<file path="src/rtl/button_gesture_classifier_unit_macros.svh">
// assertion macros for the button gesture classifier
`ifndef BUTTON_GESTURE_CLASSIFIER_UNIT_MACROS_SVH
`define BUTTON_GESTURE_CLASSIFIER_UNIT_MACROS_SVH
`ifndef SYNTHESIS
// property checked on every clock edge outside reset
`define BGC_ASSERT(name, prop) \
  name: assert property (@(posedge clk_i) disable iff (!rst_ni) (prop)) \
    else $error("bgc assertion failed");
// antecedent in this cycle implies consequent in the next
`define BGC_ASSERT_NEXT(name, ante, cons) \
  name: assert property (@(posedge clk_i) disable iff (!rst_ni) (ante) |=> (cons)) \
    else $error("bgc assertion failed");
`else
`define BGC_ASSERT(name, prop)
`define BGC_ASSERT_NEXT(name, ante, cons)
`endif
`endif

</file>
<file path="src/rtl/bgc_pkg.sv">
// types, codes and constants of the button gesture classifier
package bgc_pkg;

  localparam int unsigned CFG_W  = 16;
  localparam int unsigned IDX_W  = 3;
  localparam int unsigned ID_W   = 8;
  localparam int unsigned CODE_W = 4;

  // output buffer geometry
  localparam int unsigned FIFO_DEPTH = 4;
  localparam int unsigned PTR_W      = 2;
  localparam int unsigned CNT_W      = 3;

  // register reset values
  localparam logic [CFG_W-1:0] DEBOUNCE_RST  = 16'd50;
  localparam logic [CFG_W-1:0] SHORT_RST     = 16'd500;
  localparam logic [CFG_W-1:0] LONG_RST      = 16'd1000;
  localparam logic [CFG_W-1:0] LONG_LONG_RST = 16'd3000;
  localparam logic [CFG_W-1:0] DOUBLE_RST    = 16'd300;

  typedef enum logic [CODE_W-1:0] {
    EV_CLICK      = 4'd0,
    EV_DOUBLE     = 4'd1,
    EV_SHORT      = 4'd2,
    EV_LONG       = 4'd3,
    EV_LLONG      = 4'd4,
    EV_REL        = 4'd5,
    EV_SHORT_REL  = 4'd6,
    EV_LONG_REL   = 4'd7,
    EV_LLONG_REL  = 4'd8,
    EV_DOUBLE_REL = 4'd9,
    EV_ERROR      = 4'd10
  } evt_code_e;

  typedef enum logic [IDX_W-1:0] {
    REG_CLICK_LEVEL     = 3'd0,
    REG_DEBOUNCE_TICKS  = 3'd1,
    REG_SHORT_TICKS     = 3'd2,
    REG_LONG_TICKS      = 3'd3,
    REG_LONG_LONG_TICKS = 3'd4,
    REG_DOUBLE_TICKS    = 3'd5,
    REG_BUTTON_ID       = 3'd6
  } cfg_reg_e;

  typedef struct packed {
    evt_code_e       code;
    logic [ID_W-1:0] id;
    logic            last;
  } res_t;

  // release word that closes a gesture
  function automatic evt_code_e release_code(input evt_code_e g);
    evt_code_e r;
    case (g)
      EV_CLICK:  r = EV_REL;
      EV_SHORT:  r = EV_SHORT_REL;
      EV_LONG:   r = EV_LONG_REL;
      EV_LLONG:  r = EV_LLONG_REL;
      EV_DOUBLE: r = EV_DOUBLE_REL;
      default:   r = EV_ERROR;
    endcase
    return r;
  endfunction

endpackage

</file>
<file path="src/rtl/button_gesture_classifier_unit.sv">
// Output: the events of an accepted tick are registered into the output buffer, behind any older words.
// Throughput: one tick per cycle while ticks give at most one event and the output keeps up;
//   the output moves one word per cycle while out_ready_i is high, and a tick can give two words.
// A four-entry output buffer decouples the sides; input ready needs room for two words.
// Reset: timers, flags and buffer cleared, registers back to their defaults; no clearing pass.
// button gesture classifier top level: debounce, gesture timers and event buffer
`include "button_gesture_classifier_unit_macros.svh"

module button_gesture_classifier_unit #(
  parameter int unsigned TIMER_BITS = 16
) (
  input  logic                        clk_i,
  input  logic                        rst_ni,
  // configuration writes
  input  logic                        cfg_we_i,
  input  logic [bgc_pkg::IDX_W-1:0]   cfg_idx_i,
  input  logic [bgc_pkg::CFG_W-1:0]   cfg_wdata_i,
  // pin samples
  input  logic                        in_valid_i,
  output logic                        in_ready_o,
  input  logic                        pin_level_i,
  // events
  output logic                        out_valid_o,
  input  logic                        out_ready_i,
  output logic [bgc_pkg::CODE_W-1:0]  event_code_o,
  output logic [bgc_pkg::ID_W-1:0]    source_id_o,
  output logic                        last_of_tick_o
);

  localparam logic [32:0] TMAX_EXT = (33'd1 << TIMER_BITS) - 33'd1;
  localparam logic [TIMER_BITS-1:0] ONE_T = TIMER_BITS'(1);

  // saturate a register value to the timer width
  function automatic logic [TIMER_BITS-1:0] load_t(input logic [bgc_pkg::CFG_W-1:0] v);
    logic [TIMER_BITS-1:0] r;
    if (33'(v) > TMAX_EXT) begin
      r = '1;
    end else begin
      r = TIMER_BITS'(33'(v));
    end
    return r;
  endfunction

  // configuration registers
  logic                      click_level_q;
  logic [bgc_pkg::CFG_W-1:0] debounce_ticks_q, short_ticks_q, long_ticks_q;
  logic [bgc_pkg::CFG_W-1:0] long_long_ticks_q, double_ticks_q;
  logic [bgc_pkg::ID_W-1:0]  button_id_q;

  always_ff @(posedge clk_i or negedge rst_ni) begin
    if (!rst_ni) begin
      click_level_q     <= 1'b0;
      debounce_ticks_q  <= bgc_pkg::DEBOUNCE_RST;
      short_ticks_q     <= bgc_pkg::SHORT_RST;
      long_ticks_q      <= bgc_pkg::LONG_RST;
      long_long_ticks_q <= bgc_pkg::LONG_LONG_RST;
      double_ticks_q    <= bgc_pkg::DOUBLE_RST;
      button_id_q       <= '0;
    end else if (cfg_we_i) begin
      unique case (cfg_idx_i)
        bgc_pkg::REG_CLICK_LEVEL:     click_level_q     <= cfg_wdata_i[0];
        bgc_pkg::REG_DEBOUNCE_TICKS:  debounce_ticks_q  <= cfg_wdata_i;
        bgc_pkg::REG_SHORT_TICKS:     short_ticks_q     <= cfg_wdata_i;
        bgc_pkg::REG_LONG_TICKS:      long_ticks_q      <= cfg_wdata_i;
        bgc_pkg::REG_LONG_LONG_TICKS: long_long_ticks_q <= cfg_wdata_i;
        bgc_pkg::REG_DOUBLE_TICKS:    double_ticks_q    <= cfg_wdata_i;
        bgc_pkg::REG_BUTTON_ID:       button_id_q       <= cfg_wdata_i[bgc_pkg::ID_W-1:0];
        default: ;
      endcase
    end
  end

  // classifier state
  logic primed_q, primed_d, stable_q, stable_d, press_q, press_d;
  logic deb_busy_q, deb_busy_d, hold_busy_q, hold_busy_d, win_busy_q, win_busy_d;
  logic [TIMER_BITS-1:0] deb_cnt_q, deb_cnt_d, hold_cnt_q, hold_cnt_d;
  logic [TIMER_BITS-1:0] win_cnt_q, win_cnt_d, since_q, since_d;
  bgc_pkg::evt_code_e    gest_q, gest_d;

  logic in_fire, pop;
  logic [3:0]         cand_vld;
  bgc_pkg::evt_code_e cand_code [4];

  assign in_fire = in_valid_i & in_ready_o;

  // one tick of the classifier, candidates in emission order
  always_comb begin
    logic win_exp, hold_exp, deb_exp;
    primed_d   = primed_q;
    stable_d   = stable_q;
    press_d    = press_q;
    deb_busy_d = deb_busy_q;
    deb_cnt_d  = deb_cnt_q;
    hold_busy_d = hold_busy_q;
    hold_cnt_d = hold_cnt_q;
    win_busy_d = win_busy_q;
    win_cnt_d  = win_cnt_q;
    since_d    = since_q;
    gest_d     = gest_q;
    cand_vld   = '0;
    for (int i = 0; i < 4; i++) begin
      cand_code[i] = bgc_pkg::EV_ERROR;
    end
    win_exp  = 1'b0;
    hold_exp = 1'b0;
    deb_exp  = 1'b0;
    if (in_fire) begin
      if (!primed_q) begin
        primed_d = 1'b1;
        stable_d = pin_level_i;
      end else begin
        if (since_q != '1) begin
          since_d = since_q + ONE_T;
        end
        // release window
        if (win_busy_q) begin
          if (win_cnt_q <= ONE_T) begin
            win_exp    = 1'b1;
            win_busy_d = 1'b0;
            win_cnt_d  = '0;
          end else begin
            win_cnt_d = win_cnt_q - ONE_T;
          end
        end
        if (win_exp) begin
          gest_d       = bgc_pkg::EV_REL;
          cand_vld[0]  = 1'b1;
          cand_code[0] = bgc_pkg::EV_REL;
        end
        // hold timer
        if (hold_busy_q) begin
          if (hold_cnt_q <= ONE_T) begin
            hold_exp    = 1'b1;
            hold_busy_d = 1'b0;
            hold_cnt_d  = '0;
          end else begin
            hold_cnt_d = hold_cnt_q - ONE_T;
          end
        end
        if (hold_exp) begin
          case (gest_d)
            bgc_pkg::EV_CLICK: begin
              gest_d = bgc_pkg::EV_SHORT;
              cand_vld[1] = 1'b1;
              cand_code[1] = bgc_pkg::EV_SHORT;
              hold_busy_d = 1'b1;
              hold_cnt_d = load_t(long_ticks_q);
            end
            bgc_pkg::EV_SHORT: begin
              gest_d = bgc_pkg::EV_LONG;
              cand_vld[1] = 1'b1;
              cand_code[1] = bgc_pkg::EV_LONG;
              hold_busy_d = 1'b1;
              hold_cnt_d = load_t(long_long_ticks_q);
            end
            bgc_pkg::EV_LONG: begin
              gest_d = bgc_pkg::EV_LLONG;
              cand_vld[1] = 1'b1;
              cand_code[1] = bgc_pkg::EV_LLONG;
            end
            default: ;
          endcase
        end
        // debounce timer
        if (deb_busy_q) begin
          if (deb_cnt_q <= ONE_T) begin
            deb_exp    = 1'b1;
            deb_busy_d = 1'b0;
            deb_cnt_d  = '0;
          end else begin
            deb_cnt_d = deb_cnt_q - ONE_T;
          end
        end
        if (deb_exp) begin
          if (pin_level_i != stable_q) begin
            cand_vld[2]  = 1'b1;
            cand_code[2] = bgc_pkg::EV_ERROR;
          end else if (press_q) begin
            if (33'(since_d) < 33'(double_ticks_q)) begin
              gest_d = bgc_pkg::EV_DOUBLE;
              cand_vld[2] = 1'b1;
              cand_code[2] = bgc_pkg::EV_DOUBLE;
              win_busy_d = 1'b0;
              win_cnt_d = '0;
            end else begin
              if (win_busy_d) begin
                cand_vld[2] = 1'b1;
                cand_code[2] = bgc_pkg::EV_REL;
                win_busy_d = 1'b0;
                win_cnt_d = '0;
              end
              gest_d = bgc_pkg::EV_CLICK;
              cand_vld[3] = 1'b1;
              cand_code[3] = bgc_pkg::EV_CLICK;
              hold_busy_d = 1'b1;
              hold_cnt_d = load_t(short_ticks_q);
            end
            since_d = '0;
          end else begin
            hold_busy_d = 1'b0;
            hold_cnt_d  = '0;
            if (gest_d == bgc_pkg::EV_CLICK) begin
              win_busy_d = 1'b1;
              win_cnt_d  = load_t(double_ticks_q);
            end else begin
              gest_d = bgc_pkg::release_code(gest_d);
              cand_vld[2] = 1'b1;
              cand_code[2] = gest_d;
            end
          end
        end
        // level change starts a debounce
        if (!deb_busy_d && (pin_level_i != stable_q)) begin
          stable_d   = pin_level_i;
          press_d    = (pin_level_i == click_level_q);
          deb_busy_d = 1'b1;
          deb_cnt_d  = load_t(debounce_ticks_q);
        end
      end
    end
  end

  // keep the first two candidates
  logic [1:0]         n_res;
  bgc_pkg::evt_code_e ev0, ev1;
  bgc_pkg::res_t      res0, res1;

  always_comb begin
    n_res = 2'd0;
    ev0   = bgc_pkg::EV_ERROR;
    ev1   = bgc_pkg::EV_ERROR;
    for (int i = 0; i < 4; i++) begin
      if (cand_vld[i]) begin
        if (n_res == 2'd0) begin
          ev0   = cand_code[i];
          n_res = 2'd1;
        end else if (n_res == 2'd1) begin
          ev1   = cand_code[i];
          n_res = 2'd2;
        end
      end
    end
  end

  assign res0 = '{code: ev0, id: button_id_q, last: (n_res == 2'd1)};
  assign res1 = '{code: ev1, id: button_id_q, last: 1'b1};

  // state registers
  always_ff @(posedge clk_i or negedge rst_ni) begin
    if (!rst_ni) begin
      primed_q    <= 1'b0;
      stable_q    <= 1'b0;
      press_q     <= 1'b0;
      deb_busy_q  <= 1'b0;
      deb_cnt_q   <= '0;
      hold_busy_q <= 1'b0;
      hold_cnt_q  <= '0;
      win_busy_q  <= 1'b0;
      win_cnt_q   <= '0;
      since_q     <= '1;
      gest_q      <= bgc_pkg::EV_REL;
    end else begin
      primed_q    <= primed_d;
      stable_q    <= stable_d;
      press_q     <= press_d;
      deb_busy_q  <= deb_busy_d;
      deb_cnt_q   <= deb_cnt_d;
      hold_busy_q <= hold_busy_d;
      hold_cnt_q  <= hold_cnt_d;
      win_busy_q  <= win_busy_d;
      win_cnt_q   <= win_cnt_d;
      since_q     <= since_d;
      gest_q      <= gest_d;
    end
  end

  // output word buffer
  bgc_pkg::res_t                fifo_q [bgc_pkg::FIFO_DEPTH];
  logic [bgc_pkg::PTR_W-1:0]    wr_ptr_q, wr_ptr_d, rd_ptr_q, rd_ptr_d, wr_ptr_nx;
  logic [bgc_pkg::CNT_W-1:0]    count_q, count_d;

  assign wr_ptr_nx   = wr_ptr_q + bgc_pkg::PTR_W'(1);
  assign pop         = out_valid_o & out_ready_i;
  assign in_ready_o  = (count_q <= bgc_pkg::CNT_W'(bgc_pkg::FIFO_DEPTH - 2));
  assign wr_ptr_d    = wr_ptr_q + bgc_pkg::PTR_W'(n_res);
  assign rd_ptr_d    = rd_ptr_q + bgc_pkg::PTR_W'(pop);
  assign count_d     = count_q + bgc_pkg::CNT_W'(n_res) - bgc_pkg::CNT_W'(pop);

  always_ff @(posedge clk_i) begin
    for (int i = 0; i < bgc_pkg::FIFO_DEPTH; i++) begin
      if ((n_res != 2'd0) && (bgc_pkg::PTR_W'(i) == wr_ptr_q)) begin
        fifo_q[i] <= res0;
      end else if ((n_res == 2'd2) && (bgc_pkg::PTR_W'(i) == wr_ptr_nx)) begin
        fifo_q[i] <= res1;
      end
    end
  end

  always_ff @(posedge clk_i or negedge rst_ni) begin
    if (!rst_ni) begin
      wr_ptr_q <= '0;
      rd_ptr_q <= '0;
      count_q  <= '0;
    end else begin
      wr_ptr_q <= wr_ptr_d;
      rd_ptr_q <= rd_ptr_d;
      count_q  <= count_d;
    end
  end

  assign out_valid_o    = (count_q != '0);
  assign event_code_o   = fifo_q[rd_ptr_q].code;
  assign source_id_o    = fifo_q[rd_ptr_q].id;
  assign last_of_tick_o = fifo_q[rd_ptr_q].last;

  // checks
  `BGC_ASSERT(a_fifo_bound, count_q <= bgc_pkg::CNT_W'(bgc_pkg::FIFO_DEPTH))
  `BGC_ASSERT_NEXT(a_fifo_count, 1'b1, count_q == $past(count_d))
  `BGC_ASSERT(a_prime_silent, !primed_q |-> (n_res == 2'd0))
  `BGC_ASSERT(a_deb_idle_zero, !deb_busy_q |-> (deb_cnt_q == '0))
  `BGC_ASSERT(a_hold_idle_zero, !hold_busy_q |-> (hold_cnt_q == '0))

endmodule

</file>
<file path="config.mk">
export PLATFORM = sky130hd
export DESIGN_NAME = button_gesture_classifier_unit
export DESIGN_NICKNAME = d
export VERILOG_FILES = /design/src/rtl/bgc_pkg.sv /design/src/rtl/button_gesture_classifier_unit.sv
export VERILOG_INCLUDE_DIRS = /design/src /design/src/rtl
export SDC_FILE = /design/constraint.sdc
export NUM_CORES = 1
export LEC_CHECK = 0
export BUFFER_PORTS_ARGS = -buffer_cell sky130_fd_sc_hd__buf_4
export CAP_MARGIN = 20
export CORE_ASPECT_RATIO = 2
export CORE_MARGIN = 2
export CORE_UTILIZATION = 60
export DETAILED_ROUTE_END_ITERATION = 16
export PLACE_DENSITY = 0.77
export SYNTH_ARGS = -nofsm -noshare
export SYNTH_HDL_FRONTEND = slang
export SYNTH_SLANG_ARGS = --single-unit
</file>
<file path="constraint.sdc">
create_clock -name clk_i -period 19.4 [get_ports clk_i]
set_input_delay 1.94 -clock clk_i [delete_from_list [all_inputs] [get_ports clk_i]]
set_output_delay 1.94 -clock clk_i [all_outputs]
set_load 0.05 [all_outputs]
</file>
Yosys cells after proc, flatten, opt, wreduce, memory -nomap -nowiden --
Memories as Yosys holds them, arrays and structs flattened. Index checks and enable logic that the tools add are counted.
Storage, ports and cells: bits in registers 170, bits in latches 0, bits in writable memories 52, memory bits (read-only) 0, output and inout port bits 15, word-level logic and storage cells 268, memories 1
Cells by class: add/subtract/negate cells 9, multipliers 0, div/mod/pow operators 0, order comparisons 5, equal/unequal tests 27, shifts and indexed selects 0, mux-type cells 163, bitwise operators 6, reduce and logical (&&, ||, !) cells 36
Memory list:
- fifo_q | words 4, width 13, rd ports 1, clocked after memory_dff 0, write ports 2, line button_gesture_classifier_unit.sv:278 | bgc_pkg::res_t fifo_q [bgc_pkg::FIFO_DEPTH];
Operators by type and width (number):
- two-way mux 16 bit | 26
- two-way mux 4 bit | 44
- two-way mux 13 bit | 6
- two-way mux 1 bit | 70
- less-or-equal comparator 16 x 1 -> 1 bit (second input constant) | 3
- subtractor 16 x 1 -> 16 bit (second input constant) | 3
- one-hot mux 16 bit (2 select lines) | 1
- OR reduction 13 bit | 2
- two-way mux 2 bit | 12
- one-hot mux 4 bit (3 select lines) | 2
- AND reduction 2 bit | 9
- adder 16 x 1 -> 16 bit (second input constant) | 1
- equality test 4 x 2 -> 1 bit (second input constant) | 4
- less-than comparator 16 bit | 1
- != test 16 bit (second input constant) | 1
- one-hot mux 4 bit (4 select lines) | 1
- logical NOT 2 bit | 5
- equality test 3 bit (second input constant) | 3
- logical AND 1 bit | 9
- equality test 2 x 1 -> 1 bit (second input constant) | 4
- equality test 2 bit (first input constant) | 4
- logical NOT 4 bit | 2
- two-way mux 8 bit | 1
- equality test 3 x 2 -> 1 bit (second input constant) | 2
- other kinds (23) | 30

Longest topological paths before layout --
word-level depth 41, depth in mapped cells 24, gate-level depth less buffers 23

Worst setup path before layout --
Ideal clock, no wire load.
path kind register to register, start point register since_q[0], end point memory fifo_q[3][0] (netlist name) (enable), library setup time 402 ps, arrival time 5734 ps, data required time 18998 ps, setup slack 13263 ps, cell stages (with the launch flop) 23, path buffers 1, period minus slack after synthesis 6137 ps, path through dfstp_2 ha_1 nand3_1 nor4_4 nand2b_1 clkbuf_1 nand2b_1 nor2_1 and4_1 xor2_1 ha_1 and4_1 nand2_1 a221oi_1 a221o_1 or2_2 a31oi_2 o21a_1 inv_1 ha_1 and3b_1 o21a_1 nor3b_1
RTL lines:
- from (decl) | line button_gesture_classifier_unit.sv:77 | logic [TIMER_BITS-1:0] win_cnt_q, win_cnt_d, since_q, since_d;
- from (signal assigned) | line button_gesture_classifier_unit.sv:272 | since_q <= since_d;
- to (decl) | line button_gesture_classifier_unit.sv:278

==> metrics.cfg <==
[global_route]
grt_max_degree=100
grt_pass1_vias=9199
gr-total-overflow=0
antenna_found_initial=0
grt_pass1_wl_microns=48600
grt_util_all_layers_pct=28.6

[sta]
holdWs_ns=0.505
timing.fmax_mhz=151
final_hold_viol_count=0
rsz0062_at_grt=no
finalCritPeriodShare_pct=34.1
slew_violations=0
maxSlewHeadroom_pct=31.7
tightest_slew_ns=1.02
setup_tns_ns=0
finalClockSkew_ns=0.0190
period_minus_slack_ns=6.61
setup_viol=0

[worst_setup_path]
end_kind=register
cp-start-kind=register
cp_max_fo=13
crit_required_ns=19.57
crit_type=reg -> reg
arrival_ns=6.78

[cts]
numCtsBuffers=20
clkTransAtPathRegs_ns=0.07
holdBufCountCts=0
clock_path_buffers=3
h-tree-depth=1
cts_resized=0
clock_latency_ns=0.53
post_cts_buffers=0
cts_root_buf=clkbuf_16
cts_tree=done
cts.sinks=222

[finish]
final_layout_size_suffix_gt1_share_pct=24.1
area_growth_pct=9.70
antenna_cells=0
nNetsFinal=1243
stdcell_area_sq_um=13500
final_cells=1465
nFillCells=1555

[power]
switching_power_uw=764
pwr-share-clk_pct=20.8
leakagePower_nw=5.44
combPwrFrac_pct=40.3
p_seq_share_pct=39.0
powerDensity_nw_per_um2=140
vdd_drop_max_v=0.0000951
p_int_mw=1.13
swShare_pct=40.3
power_mw=1.89

[synthesis]
synthTopCellsByCount=dfrtp_1, mux2_2, o21ai_0
synth_area_leader_cell=dfrtp_1
yosys-top-cells-area=dfrtp_1, edfxtp_1, mux2_2, dfstp_2, o21ai_0
netlist_area_sq_um=12300
synthArstFlopShare_pct=76.6
yosysMostFrequentCell=dfrtp_1
synth.avg_cell_area_sq_um=10.5
yosysSeqAreaShare_pct=47.7
synth_warnings=0
ys_ff_latch=222
synth_edf_count=51
synth_flop_cell=dfrtp_1
synth_cell_types=80
syn_inst=1166
syn_nets=1224
synth_top_area_share_pct=25.6

[place]
dp_cells=1427
gp_congestion=0.940
place_hpwl_microns=21700
post_dp_cell_area_sq_um=12800
port_buffers=39

[detailed_routing]
wire_per_inst_microns=21.0
finalWirelength_microns=30700
dr.pass1.iters=5
routed_via_density=6.38
num_vias=9346
drc_errors=0
drtIter0Drc=619
final_antenna_net_count=0

[min_path]
hold_class=reg -> reg

[die]
die_w_microns=105
io_pins=40
placeableCoreArea_sq_um=20300
die-area_sq_um=21700
fp-row-count=74
die_h_microns=206
start_util_pct=60.6

[run_status]
outcome=completed

[flow_run]
maxCapViolCount=0

==> worst paths after layout <==
kind | start | to | slack [ns] | cells past startpoint
max | since_q[0] | fifo_q[2][9] | 12.79 | 21
min | long_ticks_q[10] | long_ticks_q[10] | 0.51 | 1
max reg2reg | since_q[0] | fifo_q[2][9] | 12.79 | 21
min reg2reg | long_ticks_q[10] | long_ticks_q[10] | 0.51 | 1
max in group asynchronous | rst_ni | deb_cnt_q[2] | 16.36 | 2
min in group asynchronous | rst_ni | win_cnt_q[11] | 1.54 | 1
==> cell families after synthesis <==
family	Yosys count	share of synthesized area, %
compound gates	290	14.7
buf+inv	104	3.34
fa+ha+maj	33	3.42
flops	222	47.7
mux	139	13.7
xor+xnor	38	2.71
simple gates	340	14.4
==> critical path, cell delays in order, from the launching register on <==
cell,delay [ns]
dfstp_2,0.57
ha_1,0.23
nand3_1,0.19
nor4_4,0.40
nand2b_1,0.28
nand2b_1,0.25
nor2_1,0.10
and4_1,0.22
xor2_1,0.16
ha_1,0.31
and4_1,0.19
nand2_1,0.05
a221oi_1,0.27
and4bb_1,0.32
o211ai_1,0.19
o2111ai_1,0.46
o21a_1,0.30
inv_1,0.07
ha_1,0.39
and3b_1,0.23
or3b_1,0.59
nand2_1,0.50
==> cells in the final DEF, fill, tap and decap left out, types with 35 or more instances in the layout <==
| cell | n |
|---|---|
| dfrtp_1 | 126 |
| inv_1 | 43 |
| mux2_2 | 109 |
| a21oi_1 | 87 |
| nand2_1 | 86 |
| dfstp_2 | 44 |
| nor3_1 | 35 |
| buf_4 | 54 |
| edfxtp_1 | 51 |
| o21ai_0 | 87 |
| nor2_1 | 87 |
==> power by group through the flow <==
stage / clock network (mW) / logic [mW] / registers [mW]
after global placement: 0 / 0.732 / 0.735
after detailed placement: 0 / 0.750 / 0.743
after floorplan: 0 / 0.594 / 0.690
after global routing: 0.413 / 0.836 / 0.755
final: 0.393 / 0.763 / 0.738
after CTS: 0.398 / 0.755 / 0.736
==> per-layer routing <==
layer,share of wire [%],global-route usage [%],vias up
li1,-,-,4324
met1,36,31.7,4653
met2,55,53.8,268
met3,3.5,2.52,101
met4,5.4,14.3,0
met5,0,0,-
==> sequential cells by signal (all words and copies together) (netlist names), 2 cells and up <==
signal and count:
fifo_q 52, deb_cnt_q 16, debounce_ticks_q 16, double_ticks_q 16
hold_cnt_q 16, long_long_ticks_q 16, long_ticks_q 16, short_ticks_q 16
since_q 16, win_cnt_q 16, button_id_q 8, gest_q 4
count_q 3, rd_ptr_q 2, wr_ptr_q 2
==> layout make-up <==
type / count / area, sq um / area share, %
multi-input cells: 840 / 6050 / 44.9
clock buffers: 28 / 581 / 4.30
repair buffers: 57 / 435 / 3.23
clock inverters: 8 / 63.8 / 0.473
well taps: 266 / 333 / 2.47
inverters: 44 / 165 / 1.22
flip-flops and latches: 222 / 5860 / 43.4
==> per-stage QoR <==
step | utilization, % | setup WS, ns
after CTS | 66.4 | 12.80
final | 66.5 | 12.79
after floorplan | - | 13.26
after global routing | 66.5 | 12.33
after global placement | 63.3 | 13.08
after detailed placement | 63.3 | 12.78
Power figures use the tool's default switching activity.
